--- config.mk ---
export PLATFORM = sky130hd
export DESIGN_NAME = kntt_ctrl
export DESIGN_NICKNAME = d
export VERILOG_FILES = /design/src/kntt_pkg.sv /design/src/kntt_ctrl.sv
export SDC_FILE = /design/constraint.sdc
export NUM_CORES = 1
export LEC_CHECK = 0
export BUFFER_PORTS_ARGS = -buffer_cell sky130_fd_sc_hd__buf_4
export CORE_AREA = 2 2 67 69
export CTS_CLUSTER_SIZE = 40
export DETAILED_ROUTE_END_ITERATION = 7
export DIE_AREA = 0 0 69 71
export GPL_ROUTABILITY_DRIVEN = 0
export SLEW_MARGIN = 20
export SYNTH_ARGS = -nofsm -noshare
export SYNTH_HDL_FRONTEND = slang
export SYNTH_SLANG_ARGS = --single-unit
export TNS_END_PERCENT = 1
--- constraint.sdc ---
create_clock -name clk -period 4.7 [get_ports clk]
set_input_delay 0.47 -clock clk [delete_from_list [all_inputs] [get_ports clk]]
set_output_delay 0.47 -clock clk [all_outputs]
set_load 0.01 [all_outputs]
--- src/kntt_pkg.sv ---
// ----------------------------------------------------------------------------
// kntt_pkg
// Shared types and constants of the forward NTT block: coefficient row
// layout, Montgomery constants, the twiddle table, controller states and
// the command group that the controller sends to the datapath.
// ----------------------------------------------------------------------------
`default_nettype none

package kntt_pkg;

  // Geometry of the coefficient store: one row holds one transaction.
  localparam int COEFS_PER_ITEM = 4;
  localparam int POLY_LEN       = 256;
  localparam int ROWS           = POLY_LEN / COEFS_PER_ITEM;
  localparam int COEF_W         = 16;
  localparam int ROW_AW         = $clog2(ROWS);
  localparam int ZETA_AW        = 7;
  localparam int LAYER_W        = 3;

  // Last layer (length two): both butterfly operands sit in one row.
  localparam logic [LAYER_W-1:0] LAST_LAYER = 3'd6;
  localparam logic [ROW_AW-1:0]  LAST_ROW   = 6'd63;
  localparam logic [ROW_AW-1:0]  LAST_PAIR  = 6'd31;

  // Montgomery reduction constants.
  localparam logic [COEF_W-1:0]  QINV    = 16'd62209;
  localparam logic signed [31:0] FIELD_Q = 32'sd3329;

  typedef logic [COEFS_PER_ITEM-1:0][COEF_W-1:0] row_t;

  // Twiddle factors in Montgomery form, taken in order from entry 1.
  localparam logic signed [COEF_W-1:0] ZETA [128] = '{
    -16'sd1044, -16'sd758,  -16'sd359,  -16'sd1517, 16'sd1493,  16'sd1422,
    16'sd287,   16'sd202,   -16'sd171,  16'sd622,   16'sd1577,  16'sd182,
    16'sd962,   -16'sd1202, -16'sd1474, 16'sd1468,  16'sd573,   -16'sd1325,
    16'sd264,   16'sd383,   -16'sd829,  16'sd1458,  -16'sd1602, -16'sd130,
    -16'sd681,  16'sd1017,  16'sd732,   16'sd608,   -16'sd1542, 16'sd411,
    -16'sd205,  -16'sd1571, 16'sd1223,  16'sd652,   -16'sd552,  16'sd1015,
    -16'sd1293, 16'sd1491,  -16'sd282,  -16'sd1544, 16'sd516,   -16'sd8,
    -16'sd320,  -16'sd666,  -16'sd1618, -16'sd1162, 16'sd126,   16'sd1469,
    -16'sd853,  -16'sd90,   -16'sd271,  16'sd830,   16'sd107,   -16'sd1421,
    -16'sd247,  -16'sd951,  -16'sd398,  16'sd961,   -16'sd1508, -16'sd725,
    16'sd448,   -16'sd1065, 16'sd677,   -16'sd1275, -16'sd1103, 16'sd430,
    16'sd555,   16'sd843,   -16'sd1251, 16'sd871,   16'sd1550,  16'sd105,
    16'sd422,   16'sd587,   16'sd177,   -16'sd235,  -16'sd291,  -16'sd460,
    16'sd1574,  16'sd1653,  -16'sd246,  16'sd778,   16'sd1159,  -16'sd147,
    -16'sd777,  16'sd1483,  -16'sd602,  16'sd1119,  -16'sd1590, 16'sd644,
    -16'sd872,  16'sd349,   16'sd418,   16'sd329,   -16'sd156,  -16'sd75,
    16'sd817,   16'sd1097,  16'sd603,   16'sd610,   16'sd1322,  -16'sd1285,
    -16'sd1465, 16'sd384,   -16'sd1215, -16'sd136,  16'sd1218,  -16'sd1335,
    -16'sd874,  16'sd220,   -16'sd1187, -16'sd1659, -16'sd1185, -16'sd1530,
    -16'sd1278, 16'sd794,   -16'sd1510, -16'sd854,  -16'sd870,  16'sd478,
    -16'sd108,  -16'sd308,  16'sd996,   16'sd991,   16'sd958,   -16'sd1460,
    16'sd1522,  16'sd1628
  };

  // Controller states.
  typedef enum logic [2:0] {
    ST_LOAD,
    ST_READ,
    ST_MUL,
    ST_RED,
    ST_SHIFT,
    ST_WRITE_A,
    ST_WRITE_B,
    ST_EMIT
  } kntt_state_t;

  // Source of the row written into the store.
  typedef enum logic [1:0] {
    WR_INPUT,
    WR_SUM,
    WR_DIFF,
    WR_SPLIT
  } wr_src_t;

  // Command group from controller to datapath.
  typedef struct packed {
    logic                wr_en;
    wr_src_t             wr_src;
    logic [ROW_AW-1:0]   wr_row;
    logic                rd_en;
    logic [ROW_AW-1:0]   rd_row_a;
    logic [ROW_AW-1:0]   rd_row_b;
    logic [ZETA_AW-1:0]  zeta_idx;
    logic                pair_mode;
    logic                emit;
    logic                emit_last;
  } kntt_cmd_t;

endpackage

`default_nettype wire

--- src/kntt_ctrl.sv ---
// ----------------------------------------------------------------------------
// kntt_ctrl
// Sequencer of the transform: counts loaded transactions, walks the seven
// butterfly layers row pair by row pair, then reads the store out in order.
// ----------------------------------------------------------------------------
`default_nettype none

module kntt_ctrl
  import kntt_pkg::*;
(
  input  wire logic     clk,
  input  wire logic     rst,
  input  wire logic     start,
  output logic          busy,
  output kntt_cmd_t     cmd
);

  kntt_state_t          state;
  kntt_state_t          state_next;
  logic [ROW_AW-1:0]    load_count;
  logic [LAYER_W-1:0]   layer;
  logic [ROW_AW-1:0]    idx;
  logic [ROW_AW-1:0]    span;
  logic [ROW_AW-1:0]    mask;
  logic [ROW_AW-1:0]    row_a;
  logic [ROW_AW-1:0]    row_b;
  logic [ZETA_AW-1:0]   zeta_idx;
  logic                 pair_mode;
  logic                 pair_last;
  logic                 accept;

  assign accept    = start && (state == ST_LOAD);
  assign pair_mode = (layer == LAST_LAYER);
  assign pair_last = pair_mode ? (idx == LAST_ROW) : (idx == LAST_PAIR);

  // Row addresses and twiddle index of the current butterfly pair.
  always_comb begin
    span = ROW_AW'(6'd32 >> layer);
    mask = span - 6'd1;
    if (pair_mode) begin
      row_a    = idx;
      row_b    = idx;
      zeta_idx = {1'b1, idx};
    end else begin
      row_a    = ((idx & ~mask) << 1) | (idx & mask);
      row_b    = row_a | span;
      zeta_idx = (ZETA_AW'(1) << layer) | ZETA_AW'(idx[4:0] >> (3'd5 - layer));
    end
  end

  // Next state.
  always_comb begin
    state_next = state;
    unique case (state)
      ST_LOAD:    if (accept && load_count == LAST_ROW) state_next = ST_READ;
      ST_READ:    state_next = ST_MUL;
      ST_MUL:     state_next = ST_RED;
      ST_RED:     state_next = ST_SHIFT;
      ST_SHIFT:   state_next = ST_WRITE_A;
      ST_WRITE_A: begin
        if (!pair_mode) begin
          state_next = ST_WRITE_B;
        end else if (pair_last) begin
          state_next = ST_EMIT;
        end else begin
          state_next = ST_READ;
        end
      end
      ST_WRITE_B: state_next = ST_READ;
      ST_EMIT:    if (idx == LAST_ROW) state_next = ST_LOAD;
      default:    state_next = ST_LOAD;
    endcase
  end

  // Outputs: commands to the datapath.
  always_comb begin
    cmd           = '0;
    cmd.wr_src    = WR_INPUT;
    cmd.rd_row_a  = row_a;
    cmd.rd_row_b  = row_b;
    cmd.zeta_idx  = zeta_idx;
    cmd.pair_mode = pair_mode;
    cmd.wr_row    = row_a;
    busy          = (state != ST_LOAD);
    unique case (state)
      ST_LOAD: begin
        cmd.wr_en  = accept;
        cmd.wr_row = load_count;
      end
      ST_READ: cmd.rd_en = 1'b1;
      ST_WRITE_A: begin
        cmd.wr_en  = 1'b1;
        cmd.wr_src = pair_mode ? WR_SPLIT : WR_SUM;
      end
      ST_WRITE_B: begin
        cmd.wr_en  = 1'b1;
        cmd.wr_src = WR_DIFF;
        cmd.wr_row = row_b;
      end
      ST_EMIT: begin
        cmd.rd_en     = 1'b1;
        cmd.rd_row_a  = idx;
        cmd.emit      = 1'b1;
        cmd.emit_last = (idx == LAST_ROW);
      end
      default: ;
    endcase
  end

  // State and counters.
  always_ff @(posedge clk) begin
    if (rst) begin
      state      <= ST_LOAD;
      load_count <= '0;
      layer      <= '0;
      idx        <= '0;
    end else begin
      state <= state_next;
      if (accept) begin
        load_count <= load_count + 6'd1;
        layer      <= '0;
        idx        <= '0;
      end
      // A pair is finished after its last write.
      if ((state == ST_WRITE_B) || (state == ST_WRITE_A && pair_mode)) begin
        if (pair_last) begin
          idx <= '0;
          if (!pair_mode) begin
            layer <= layer + 3'd1;
          end
        end else begin
          idx <= idx + 6'd1;
        end
      end
      if (state == ST_EMIT) begin
        idx <= idx + 6'd1;
      end
    end
  end

endmodule

`default_nettype wire

# After elaboration in Yosys (flattened, before gate mapping)
# Index checks and enable logic that the tools add are counted.
totals:
  reg_bits: 18
  input_bits: 3
  out_inout_bits: 33
  word_cells: 65
op_classes:
  add_sub_neg: 5
  n_eq_ne: 13
  n_shift: 3
  n_mux: 24
  bitwise: 6
  reduce_logical: 10
ops:
  columns: ["cell", "n"]
  rows:
  - ["$mux W6", 7]
  - ["$mux W3", 8]
  - ["$pmux W3 S8", 1]
  - ["$eq A3 B3 Y1 const B", 5]
  - ["$add A6 B1 Y6 const B", 2]
  - ["$eq A6 B6 Y1 const B", 2]
  - ["$or A6 B6 Y6", 2]
  - ["$pmux W6 S2", 1]
  - ["$mux W7", 1]
  - ["$or A7 B7 Y7", 1]
  - ["$shl A1 B3 Y7 const A", 1]
  - ["$shr A5 B3 Y7", 1]
  - ["$and A6 B6 Y6", 1]
  - ["$eq A3 B2 Y1 const B", 2]
  - ["$eq A6 B5 Y1 const B", 1]
  - ["$reduce_bool A3 Y1", 2]
  - ["$shr A6 B3 Y6 const A", 1]
  - ["$sub A6 B1 Y6 const B", 1]
  - ["$and A5 B5 Y5", 1]
  - ["$not A5 Y5", 1]
  - ["$mux W2", 2]
  - ["$pmux W2 S2", 1]
  - ["$reduce_or A2 Y1", 2]
  - ["$add A3 B1 Y3 const B", 1]
  - ["other kinds (10)", 13]

# Logic depth before layout (Yosys ltp)
# Gate-level depths: netlist of run 1.
depth:
  word_depth: 8
  ltp_mapped: 11
  ltp_nobuf: 9

# Least setup slack after synthesis of run 1
# Ideal clock, no wire load.
synth_timing:
  kind: "register -> output"
  start: "reg layer[0]"
  end: "out cmd[25] (netlist bit)"
  arrival_time_ns: 2.326
  required_ns: 4.230
  path_slack_ns: 1.904
  path_stages_with_launch: 12
  n_path_buf: 2
  path_cell_list: "dfxtp_1 clkbuf_1 inv_1 ha_1 clkbuf_1 nand2_1 ha_1 xnor2_1 nand2_1 a32o_1 a21o_1 a221o_1"
synth_lines:
  columns: ["element", "line", "text"]
  rows:
  - ["start: declaration", "kntt_ctrl.sv:21", "logic [LAYER_W-1:0] layer;"]
  - ["start signal: assignment", "kntt_ctrl.sv:129", "layer <= layer + 3'd1;"]
  - ["end: declaration", "kntt_ctrl.sv:15", "output kntt_cmd_t cmd"]

==> impl_metrics.env, run 1 <==
export IMPL_num_io_pins=36
export IMPL_antenna_cells=0
export IMPL_drive_gt1_share_pct=17.76
export IMPL_ir_worst_vdd_v=0.0001099
export IMPL_top_usage_layer="met2"
export IMPL_dieHeight_um=71
export IMPL_syn_area_per_cell_um2=6.856
export IMPL_cp_common_cell="ha_1"
export IMPL_skew_ns=0.005158
export IMPL_worst_slew_pin_slew_ns=0.5190
export IMPL_async_flop_share_pct=0
export IMPL_critical_path_slowest_cell="dfxtp_1"
export IMPL_setup_slack_ns=1.409
export IMPL_cts_resized=0
export IMPL_nNetsFinal=271
export IMPL_rows=24
export IMPL_design_core_area_um2=4204
export IMPL_htree_levels=1
export IMPL_drc=0
export IMPL_firstDrtPassIters=4
export IMPL_portBuffers=35
export IMPL_final_area_um2=1934
export IMPL_finalMaxSlewViolations=0
export IMPL_power_leakage_nw=0.8662
export IMPL_grt_overflow_total=0
export IMPL_post_cts_setup_buffer_count=0
export IMPL_fin_crit_ns=3.291
export IMPL_worstSetupEndpointType="output pin"
export IMPL_grt_max_degree=19
export IMPL_rrSetupSlack_ns=2.18
export IMPL_die_area_um2=4899
export IMPL_synth_top_flop_cell="dfxtp_1"
export IMPL_dr_first_iter_drc_count=110
export IMPL_hold_violations=0
export IMPL_grt_pass1_wl_mm=7.493
export IMPL_use_met1_pct=26.05
export IMPL_yosys_register_bits=18
export IMPL_powerDensity_nw_per_um2=156.7
export IMPL_crit_family="compound AO/OA/AOI/OAI gates"
export IMPL_wirelength_mm=4.532
export IMPL_grt_use_met3_pct=2.849
export IMPL_critical_path_class="reg -> out"
export IMPL_post_drt_wl_per_cell_um=14.57
export IMPL_post_route_util_pct=46.01
export IMPL_clkSlewWorstSetupHoldPaths_ns=0.07
export IMPL_status="finished clean"
export IMPL_dpl_hpwl_mm=3.240
export IMPL_nFillCells=457
export IMPL_die_x_um=69
export IMPL_cts_root_buf="clkbuf_8"
export IMPL_vias_per_cell=5.563
export IMPL_hold_path_class="reg -> reg"
export IMPL_fmax_ghz=0.3039
export IMPL_setup_viol_count_final=0
export IMPL_ys_seq_area_share_pct=21.90
export IMPL_relSlewSlack_pct=65.35
export IMPL_syn_to_final_growth_pct=17.57
export IMPL_antenna_found_initial=0
export IMPL_crit_buf_inv=2
export IMPL_yosys_warnings=0
export IMPL_crit_path_start_kind="flip-flop"
export IMPL_grt_pass1_vias=1550
export IMPL_syn_inst=240
export IMPL_cts_buffers=3
export IMPL_cp_arrival_ns=2.82
export IMPL_dpl_instance_area_um2=1879
export IMPL_syn_num_nets=251
export IMPL_ant_nets=0
export IMPL_hold_buffers=0
export IMPL_setup_tns_ns=0
export IMPL_synth_cell_types=52
export IMPL_num_vias=1730
export IMPL_start_util_pct=39.14
export IMPL_clk_latency_ns=0.25
export IMPL_period_share_pct=70.01
export IMPL_p_total_mw=0.3032
export IMPL_grtUsageTotal_pct=18.45
export IMPL_worst_path_largest_cell_delay_ns=0.57
export IMPL_critPathRequiredTime_ns=4.23
export IMPL_cts_sink_count=18
export IMPL_path_max_fanout=13
export IMPL_grt_setup_unrepaired="no"
export IMPL_cts_tree="yes"
export IMPL_met2_usage_pct=29.38
export IMPL_synth_edf_count=0
export IMPL_mappedNetlistArea_um2=1645
export IMPL_maxCapViolCount=0
export IMPL_path_cells="inv_1 -> ha_1 -> nand2_1 -> ha_1 -> nor3b_1 -> xnor2_1 -> o21ai_1 -> a2bb2oi_1 -> o21ai_0 -> buf_4"
export IMPL_clockBufferDepth=2
export IMPL_pre_cts_ws_ns=1.747
==> routing by layer <==
layer,wire length (um),part of all wire (%),up-vias
met5,0,0,-
met4,29,0.64,0
met3,269,5.9,2
met2,2002,44,58
met1,2230,49,788
li1,-,-,882
==> per-stage QoR <==
stage / instances / hold slack [ns]
finish: 311 / 0.5132
global route: 311 / 0.5507
CTS: 311 / 0.5159
detailed placement: 307 / 0.5052
global placement: 307 / 0.4998
floorplan: 240 / 0.4718
==> final timing paths <==
check | startpoint | end | cells past startpoint
max | layer[0] | cmd[14] | 10
min | load_count[5] | load_count[5] | 2
max reg2reg | layer[0] | layer[2] | 8
min reg2reg | load_count[5] | load_count[5] | 2
==> cells in the final DEF, fill, tap and decap left out, types with 2 or more instances in the layout <==
cell,synthesis,routed
a221o_1,2,2
ha_1,8,8
nand4_1,2,2
nor2b_1,2,2
and3_1,2,2
and2_1,4,4
o21a_1,4,4
a221oi_1,2,2
clkbuf_8,0,4
nor2_1,34,34
inv_1,13,13
a32oi_1,2,2
nand3b_1,3,3
a21oi_1,20,20
a22oi_1,4,4
xor2_1,3,3
nor3_1,4,4
mux2i_1,3,3
xnor2_1,4,4
nand2_1,24,24
nand3_1,11,11
buf_4,3,35
o21ai_0,21,21
a31oi_1,4,4
dfxtp_1,18,18
o21bai_1,3,3
==> cells in the mapped netlist, types with 2 or more instances <==
cell	number	area share [%]
nor3_1	4	1.2
a32oi_1	2	1.1
ha_1	8	6.1
clkbuf_1	10	2.3
nand4_1	2	0.76
and2_1	4	1.5
nand3b_1	3	1.4
xor2_1	3	1.6
and3_1	2	0.76
nor2_1	34	7.8
nor2b_1	2	0.76
a21oi_1	20	6.1
o21a_1	4	1.8
o21bai_1	3	1.4
mux2i_1	3	1.8
nand3_1	11	3.3
inv_1	13	3.0
a221o_1	2	1.2
a221oi_1	2	1.1
dfxtp_1	18	22
buf_4	3	1.4
xnor2_1	4	2.1
o21ai_0	21	6.4
a31oi_1	4	1.5
buf_2	5	1.5
nand2_1	24	5.5
a22oi_1	4	1.8
==> report_power, final <==
group          total, mW  internal, mW  leakage, nW  switching, mW
logic             0.0181       0.00797        0.692         0.0101
clock network      0.128        0.0744       0.0288         0.0537
registers          0.157         0.154        0.145        0.00256
==> worst register-to-register path: cells and delay by family (launching register included) <==
kind	cells	cell delay (ns)
AND/OR/NAND/NOR	4	1.15
buffers and inverters	2	0.26
flip-flops	1	0.57
AO/OA/AOI/OAI	1	0.06
adder cells (fa/ha/maj)	1	0.42
==> area by class of cell <==
class	instances	area (um^2)	area share, %
Multi-Input combinational cell	187	1132	58.54
Sequential cell	18	360.3	18.63
Timing Repair Buffer	35	262.8	13.58
Tap cell	52	65.06	3.364
Inverter	15	58.81	3.040
Clock buffer	4	55.05	2.846
==> cells by family after synthesis <==
kind of cell             share of synthesized area [%]
AND/OR/NAND/NOR                                  28.14
XOR/XNOR                                         3.726
flip-flops                                       21.90
multiplexers                                     2.510
buffers and inverters                            9.277
AO/OA/AOI/OAI                                    28.37
adder cells (fa/ha/maj)                          6.084
==> state kept, by name, indices dropped and copies added, names as in the netlist <==
name        cells
load_count      6
idx             6
state           3
layer           3
Power figures use the tool's default switching activity.
==> run 2, diff against run 1 <==
clock period = 3.3 ns   (was 4.7 ns; I/O delays follow)
==> run 2 against run 1 <==
Net effect:
- flip-flop and latch count did not move
- non-clock buffer count rose by 1
- final area increased by 0.45%
- clock skew rose by 0.00068 ns
- highest routed layer unchanged
- worst setup slack got worse by 1.1 ns
- largest cell class unchanged
- global-route usage increased by 0.095 points
- sequential power up 42%
- critical path type unchanged
==> impl_metrics.env, run 2 (same netlist as run 1, synthesis figures left out) <==
export IMPL_critical_path_class="reg -> out"
export IMPL_post_drt_wl_per_cell_um=14.49
export IMPL_dieHeight_um=71
export IMPL_worst_slew_pin_slew_ns=0.4971
export IMPL_clockBufferDepth=2
export IMPL_num_vias=1748
export IMPL_grt_overflow_total=0
export IMPL_relSlewSlack_pct=66.86
export IMPL_grt_max_degree=19
export IMPL_ir_worst_vdd_v=0.0001528
export IMPL_skew_ns=0.005840
export IMPL_r2r_start="layer[0]"
export IMPL_multi_input_area_um2=1132
export IMPL_portBuffers=35
export IMPL_setup_tns_ns=0
export IMPL_final_cell_mix="36 x buf_4, 34 x nor2_1, 24 x nand2_1"
export IMPL_post_cts_setup_buffer_count=0
export IMPL_die_area_um2=4899
export IMPL_cts_sink_count=18
export IMPL_syn_to_final_growth_pct=18.10
export IMPL_clk_latency_ns=0.26
export IMPL_clkSlewWorstSetupHoldPaths_ns=0.07
export IMPL_fin_crit_ns=2.989
export IMPL_grt_pass1_vias=1588
export IMPL_grt_setup_unrepaired="no"
export IMPL_wl_met3_um=235
export IMPL_start_util_pct=39.14
export IMPL_antenna_cells=0
export IMPL_setup_worst_path_end="cmd[14]"
export IMPL_setup_viol_count_final=0
export IMPL_hold_path_class="in -> reg"
export IMPL_cts_buffers=3
export IMPL_htree_levels=1
export IMPL_power_leakage_nw=0.8722
export IMPL_hold_violations=0
export IMPL_num_io_pins=36
export IMPL_antenna_found_initial=0
export IMPL_nFillCells=456
export IMPL_fmax_ghz=0.3346
export IMPL_grtUsageTotal_pct=18.55
export IMPL_nNetsFinal=272
export IMPL_r2r_end="idx[3]"
export IMPL_crit_path_start_kind="flip-flop"
export IMPL_largestRegisters="idx: 6 flops, load_count: 6 flops"
export IMPL_cts_tree="yes"
export IMPL_startpoint="layer[1]"
export IMPL_powerDensity_nw_per_um2=222.6
export IMPL_design_core_area_um2=4204
export IMPL_ant_nets=0
export IMPL_wirelength_mm=4.520
export IMPL_top_layer_used="met4"
export IMPL_rrSetupSlack_ns=0.99
export IMPL_firstDrtPassIters=5
export IMPL_r2r_cells=8
export IMPL_period_share_pct=90.56
export IMPL_critPathRequiredTime_ns=2.97
export IMPL_wl_met1_mm=2.204
export IMPL_drc=0
export IMPL_dr_first_iter_drc_count=171
export IMPL_finalMaxSlewViolations=0
export IMPL_rows=24
export IMPL_maxCapViolCount=0
export IMPL_path_max_fanout=9
export IMPL_cts_root_buf="clkbuf_8"
export IMPL_cp_arrival_ns=2.66
export IMPL_dpl_hpwl_mm=3.295
export IMPL_seq_area_um2=361.6
export IMPL_vias_per_cell=5.603
export IMPL_p_total_mw=0.4325
export IMPL_drive_gt1_share_pct=18.46
export IMPL_wl_met2_mm=2.036
export IMPL_worstSetupEndpointType="output pin"
export IMPL_die_x_um=69
export IMPL_final_common_cell="buf_4"
export IMPL_status="finished clean"
export IMPL_grt_pass1_wl_mm=7.548
-- run 2: final cells by class --
class / count / area share [%]
Multi-Input combinational cell: 187 / 58.27
Sequential cell: 18 / 18.61
Timing Repair Buffer: 36 / 13.91
Tap cell: 52 / 3.348
Inverter: 15 / 3.026
Clock buffer: 4 / 2.833
-- run 2: critical path, cell delays in order (launching register included) --
cell       delay, ns
dfxtp_1         0.47
inv_1           0.15
ha_1            0.32
nand2_1         0.11
ha_1            0.20
nor3b_1         0.25
xnor2_1         0.09
o21ai_1         0.15
a2bb2oi_1       0.30
o21ai_0         0.18
buf_4           0.17
-- run 2: layer usage --
metal	vias up	track usage, %
met5	-	0
li1	887	-
met4	0	5.011
met2	58	29.59
met3	4	2.849
met1	799	26.16
-- run 2: through the flow --
| step | utilization (%) | cells | hold WS [ns] | setup WS (ns) | area (um^2) |
|---|---|---|---|---|---|
| final | 46.22 | 312 | 0.3969 | 0.3115 | 1943 |
| after global routing | 46.22 | 312 | 0.4149 | 0.01559 | 1943 |
| after CTS | 46.19 | 312 | 0.4015 | 0.2092 | 1942 |
| after detailed placement | 44.88 | 308 | 0.5071 | 0.5032 | 1887 |
| after global placement | 44.88 | 308 | 0.4991 | 0.5840 | 1887 |
| after floorplan | - | 240 | 0.4718 | 0.6442 | 1645 |
-- run 2: worst min-delay path by stage --
stage / endpoint / cells past startpoint / startpoint
floorplan: load_count[5] / 2 / load_count[5]
global placement: load_count[5] / 2 / load_count[5]
detailed placement: load_count[5] / 2 / load_count[5]
CTS: idx[1] / 2 / rst
global route: load_count[4] / 2 / rst
finish: layer[0] / 2 / rst
-- run 2: timing repair --
action / CTS / global route
hold buffers: 0 / 0
endpoints found under the setup margin: 0 / 4
resized for setup: 0 / 1
-- run 2: report_power, final --
| group | internal (mW) | total (mW) | switching [mW] |
|---|---|---|---|
| sequential | 0.220 | 0.223 | 0.00365 |
| combinational | 0.0114 | 0.0258 | 0.0144 |
| clock | 0.106 | 0.183 | 0.0772 |
| total | 0.337 | 0.432 | 0.0952 |
